===== src/hw/rtl/ibst_pkg.sv =====
// ----------------------------------------------------------------------------
// ibst_pkg
// Shared types and constants for the implicit binary search tree block:
// operation codes, result kinds, field widths and the command and status
// bundles between the controller and the datapath.
// ----------------------------------------------------------------------------
package ibst_pkg;

    localparam int VALUE_W = 32;
    localparam int SLOT_W  = 7;
    localparam int OP_W    = 2;

    // Operation codes of an input item; the fourth code is ignored
    typedef enum logic [OP_W-1:0] {
        OP_LOAD   = 2'd0,
        OP_BUILD  = 2'd1,
        OP_SEARCH = 2'd2
    } op_t;

    // Result kinds
    localparam logic KIND_NODE   = 1'b0;
    localparam logic KIND_SEARCH = 1'b1;

    // Controller to datapath commands
    typedef struct packed {
        logic load;         // append value to staging store
        logic build_init;   // latch tree shape, clear load count
        logic search_init;  // latch key, start walk at root
        logic stage_read;   // compute source position, read staging store
        logic node_emit;    // write tree node, report it, advance
        logic node_read;    // read tree node at walk slot
        logic walk_step;    // descend to a child
        logic emit_miss;    // report walk end without a match
        logic emit_hit;     // report matching node
    } ibst_cmd_t;

    // Datapath to controller status
    typedef struct packed {
        logic count_zero;   // nothing loaded
        logic build_last;   // current node is the last one of the tree
        logic walk_out;     // walk slot is empty or past the array
        logic key_hit;      // node read back holds the key
    } ibst_stat_t;

endpackage


===== src/hw/rtl/ibst_ctrl.sv =====
// ----------------------------------------------------------------------------
// ibst_ctrl
// Controller state machine: accepts items, sequences the per-node build
// steps and the per-level search steps, and drives datapath commands.
// ----------------------------------------------------------------------------
module ibst_ctrl (
    input  logic                          clk,
    input  logic                          rst_n,
    input  logic                          start,
    input  logic [ibst_pkg::OP_W-1:0]     operation,
    input  ibst_pkg::ibst_stat_t          stat,
    output ibst_pkg::ibst_cmd_t           cmd,
    output logic                          busy
);
    import ibst_pkg::*;

    typedef enum logic [5:0] {
        ST_IDLE  = 6'b000001,
        ST_BREAD = 6'b000010,
        ST_BEMIT = 6'b000100,
        ST_SCHK  = 6'b001000,
        ST_SCMP  = 6'b010000,
        ST_SPARE = 6'b100000
    } state_t;

    state_t state_reg;
    state_t state_next;
    logic   accept;

    assign busy   = (state_reg != ST_IDLE);
    assign accept = start && !busy;

    // Next state and command decode
    always_comb
    begin
        state_next = state_reg;
        cmd        = '0;
        case (state_reg)
            ST_IDLE:
            begin
                if (accept)
                begin
                    case (operation)
                        OP_LOAD:
                        begin
                            cmd.load = 1'b1;
                        end
                        OP_BUILD:
                        begin
                            cmd.build_init = 1'b1;
                            if (!stat.count_zero)
                            begin
                                state_next = ST_BREAD;
                            end
                        end
                        OP_SEARCH:
                        begin
                            cmd.search_init = 1'b1;
                            state_next      = ST_SCHK;
                        end
                        default:
                        begin
                            state_next = ST_IDLE;
                        end
                    endcase
                end
            end
            ST_BREAD:
            begin
                cmd.stage_read = 1'b1;
                state_next     = ST_BEMIT;
            end
            ST_BEMIT:
            begin
                cmd.node_emit = 1'b1;
                state_next    = stat.build_last ? ST_IDLE : ST_BREAD;
            end
            ST_SCHK:
            begin
                if (stat.walk_out)
                begin
                    cmd.emit_miss = 1'b1;
                    state_next    = ST_IDLE;
                end
                else
                begin
                    cmd.node_read = 1'b1;
                    state_next    = ST_SCMP;
                end
            end
            ST_SCMP:
            begin
                if (stat.key_hit)
                begin
                    cmd.emit_hit = 1'b1;
                    state_next   = ST_IDLE;
                end
                else
                begin
                    cmd.walk_step = 1'b1;
                    state_next    = ST_SCHK;
                end
            end
            default:
            begin
                state_next = ST_IDLE;
            end
        endcase
    end

    // State register
    always_ff @(posedge clk or negedge rst_n)
    begin
        if (!rst_n)
        begin
            state_reg <= ST_IDLE;
        end
        else
        begin
            state_reg <= state_next;
        end
    end

endmodule


===== config.mk =====
export PLATFORM = sky130hd
export DESIGN_NAME = ibst_ctrl
export DESIGN_NICKNAME = d
export VERILOG_FILES = /design/src/hw/rtl/ibst_pkg.sv /design/src/hw/rtl/ibst_ctrl.sv
export SDC_FILE = /design/constraint.sdc
export NUM_CORES = 1
export LEC_CHECK = 0
export ABC_AREA = 1
export BUFFER_PORTS_ARGS = -buffer_cell sky130_fd_sc_hd__buf_2
export CAP_MARGIN = 20
export CORE_AREA = 3 3 40 42
export DETAILED_ROUTE_END_ITERATION = 12
export DIE_AREA = 0 0 43 45
export SETUP_SLACK_MARGIN = 0.05
export SLEW_MARGIN = 10
export SYNTH_ARGS = -nofsm -noshare
export SYNTH_HDL_FRONTEND = slang
export SYNTH_SLANG_ARGS = --single-unit

===== constraint.sdc =====
create_clock -name clk -period 2.5 [get_ports clk]
set_input_delay 0.25 -clock clk [delete_from_list [all_inputs] [get_ports clk]]
set_output_delay 0.25 -clock clk [all_outputs]
set_load 0.01 [all_outputs]

* After elaboration in Yosys (flattened, before gate mapping) *
Cells that the tools add are included.

word-level totals
  bits in registers = 6

operators by class
  equal/unequal tests = 11
  multiplexer cells = 22
  reduce and logical (&&, ||, !) cells = 4

operator list
  operator            number
  $pmux 6 s5          1
  $pmux 6 s3          1
  $mux 1              13
  $mux 6              2
  $eq 6x1->1 const B  1
  $eq 6x2->1 const B  1
  $eq 6x3->1 const B  1
  $eq 6x4->1 const B  1
  $eq 6x5->1 const B  1
  $mux 3              2
  $ne 6x1->1 const B  1
  $mux 5              1
  $mux 4              1
  $ne 2x2->1 const B  2
  $ne 3x3->1 const B  1
  $reduce_and 3->1    1
  $eq 2x1->1 const B  1
  $eq 2x2->1 const B  1
  $logic_not 2->1     1
  $mux 2              1
  $logic_and 1x1->1   1
  $logic_not 1->1     1

* Depth between registers and ports, before layout *
  word-level depth = 5
  gate-level depth with buffers = 7

* Worst setup path before layout *
OpenSTA, ideal clock, no wires.

  path kind = flip-flop to output port
  start = register state_reg[0]
  end = output cmd[6] (netlist name)
  data arrival time = 1.019 ns
  cell stages (with the launch flop) = 5
  setup slack = 1.231 ns
  path buffers = 0
  required time = 2.250 ns
  cell sequence = dfstp_2 > nand2_1 > nor2_4 > nand2_1 > nor2_1

RTL lines
  element                   RTL line          source
  start: declaration        ibst_ctrl.sv:26   state_t state_reg;
  start signal: assignment  ibst_ctrl.sv:120  state_reg <= state_next;
  end: declaration          ibst_ctrl.sv:12   output ibst_pkg::ibst_cmd_t cmd,

==> run summary <==
Avg Inst Size Synth - 6.68 um^2
Sequential Power Share - 0.291
Minimum clock period - 1620 ps
Final Power - 0.408 mW
Top-area cell type share of the netlist area - 0.220
Net Switching - 0.172 mW
Initial core utilization - 0.353
Final nets - 105
Max-Cap Viols - 0
Clock Skew - 4.88 ps
Crit Path Max Fanout - 6
Hold_buf cts - 1
Register area share after synthesis - 0.278
Synth Cell Area - 454 um^2
Worst-path clk slew - 50 ps
Area grow syn2layout - 32.0%
Yosys top cell by area - dfrtp_1
CP Capture Type - output pin
Diode count - 0
Port buffer count - 18
DR DRC count - 0
Slew headroom - 0.875
Slowest stage delay, CP - 400 ps
DRT Wirelength - 1040 um
Setup Viol. Count Final - 0
Grt ovf - 0
Cell area after placement - 563 um^2
Worst path slowest cell - dfrtp_1
First-pass GRT wire length - 1710 um
Clock root buffer - clkbuf_4
Total GRT Usage - 0.121
Syn Nets - 81
Status - complete, no violations
Chip Width - 43 um
Clk sinks - 5
Largest register FFs - 5
Core area - 1280 um^2
Family with the most delay on the worst path - simple AND/OR/NAND/NOR gates
Clock latency on the worst-skew pair - 240 ps
Layout cells sized above 1 - 0.297
DRT iter0 DRCs - 8
Critical path arrival - 1370 ps
Synth area leaders - dfrtp_1, inv_1, nor2_1
Yosys warnings - 0
Largest net degree at the start of global routing - 7
Final total negative setup slack - 0 ps
Pleak - 0.384 nW
Crit-path cells - inv_1 > nand2_2 > nor2_4 > nand2_1 > nor2_1 > buf_2
Setup Buffers After CTS - 0
Post-DRT Antenna Nets - 0
Post-DR vias/cell - 4.58
H-tree depth - 1
Via count - 485
Synth cell types - 15
Number of I/O pins - 19
Crit start category - flop
Pwr per Cell Area - 681 nW/um^2
Synthesized flop and latch total - 5
Chip height - 45 um
CP bufs+invs - 2
Design area - 599 um^2
Wire length per cell - 9.77 um
Post-DP HPWL - 901 um
Initial antenna violation count - 0
Clock power frac - 0.232
Longest Clk Path Bufs - 2
Maximum VDD drop - 268 uV
Vias in the first global route - 437
Gate power share - 0.477
DRT Pass-1 Iters - 2
Syn Inst Count - 68
Slew Viols, Final - 0
RD Place Congestion - 0.816
Final Hold Viols - 0
Slew of the pin with the lowest slew margin - 187 ps
Period utilization - 0.647
Data required, critical path - 2250 ps
# resized after CTS - 0
RSZ-0062 raised after global routing - false
CTS Buf Count - 3
Die footprint - 1940 um^2
Fmax achieved - 619 MHz
Row cnt - 13
Hold WC Path Type - input port to flop
Switching Fraction - 0.421
Critical path class - flop to output pin
Power Internal - 0.236 mW
CTS tree - yes
-- metrics by stage --
stage | setup slack, ps | hold WS [ps] | util | instances
CTS | 872 | 194 | 0.466 | 106
global route | 712 | 203 | 0.466 | 106
finish | 883 | 195 | 0.466 | 106
detailed placement | 1140 | 76.4 | 0.438 | 101
floorplan | 1230 | -45.6 | - | 68
global placement | 1150 | 74.6 | 0.438 | 101
-- placed cells by master (no fill, tap or decap), drive strengths merged --
| master | count |
|---|---|
| buf | 18 |
| nor2 | 17 |
| inv | 16 |
| nand2 | 13 |
| nand3 | 5 |
| ha | 4 |
| dfrtp | 4 |
| clkbuf | 4 |
| nand4 | 3 |
| nor3 | 2 |
| or2 | 1 |
| a21boi | 1 |
| o21a | 1 |
| dlygate4sd3 | 1 |
| dfstp | 1 |
-- final cells by class --
type	instances	area [um^2]
Fill cell	147	686
Multi-Input combinational cell	47	268
Sequential cell	5	126
Timing Repair Buffer	19	100
Inverter	16	60.1
Clock buffer	4	26.3
Tap cell	15	18.8
-- cell usage after synthesis --
master	n
nand4_1	3
dfrtp_1	4
nor2_1	14
inv_1	16
ha_1	4
nor3_1	2
o21a_1	1
dfstp_2	1
a21boi_1	1
or2_1	1
nand2_2	1
nand3_1	4
nand3_2	1
nor2_4	3
nand2_1	12
-- cells by family (layout without fill, tap and decap cells) --
kind of cell    count (synthesis)  after routing  share of synthesized area
compound gates                  2              2                     0.0331
simple gates                   41             41                      0.446
flops                           5              5                      0.278
fa+ha+maj                       4              4                      0.110
buf+inv                        16             39                      0.132
-- final timing paths --
kind / slack (ps) / cells after the start / end / from
setup reg to reg: 1340 / 5 / state_reg[3] / state_reg[4]
setup / recovery: 880 / 6 / cmd[8] / state_reg[4]
max in group asynchronous: 1930 / 2 / state_reg[0] / rst_n
hold / removal: 200 / 2 / state_reg[4] / stat[1]
hold reg to reg: 620 / 2 / state_reg[2] / state_reg[1]
min in group asynchronous: 350 / 2 / state_reg[4] / rst_n
-- layer usage --
| layer | vias up | global-route usage | routed length (um) |
|---|---|---|---|
| met2 | 13 | 0.207 | 511 |
| met4 | 0 | 0.0904 | 24 |
| met1 | 220 | 0.134 | 445 |
| met3 | 2 | 0.0239 | 54 |
| met5 | - | 0 | 0 |
| li1 | 250 | - | - |
-- power by group through the flow --
stage          logic, mW  clock network [mW]  registers, mW
2_1_floorplan      0.144                   0          0.118
3_3_place_gp       0.193                   0          0.119
3_5_place_dp       0.196                   0          0.120
4_1_cts            0.198              0.0957          0.119
5_1_grt            0.224               0.103          0.121
6_report           0.195              0.0946          0.119
Power figures use the tool's default switching activity.
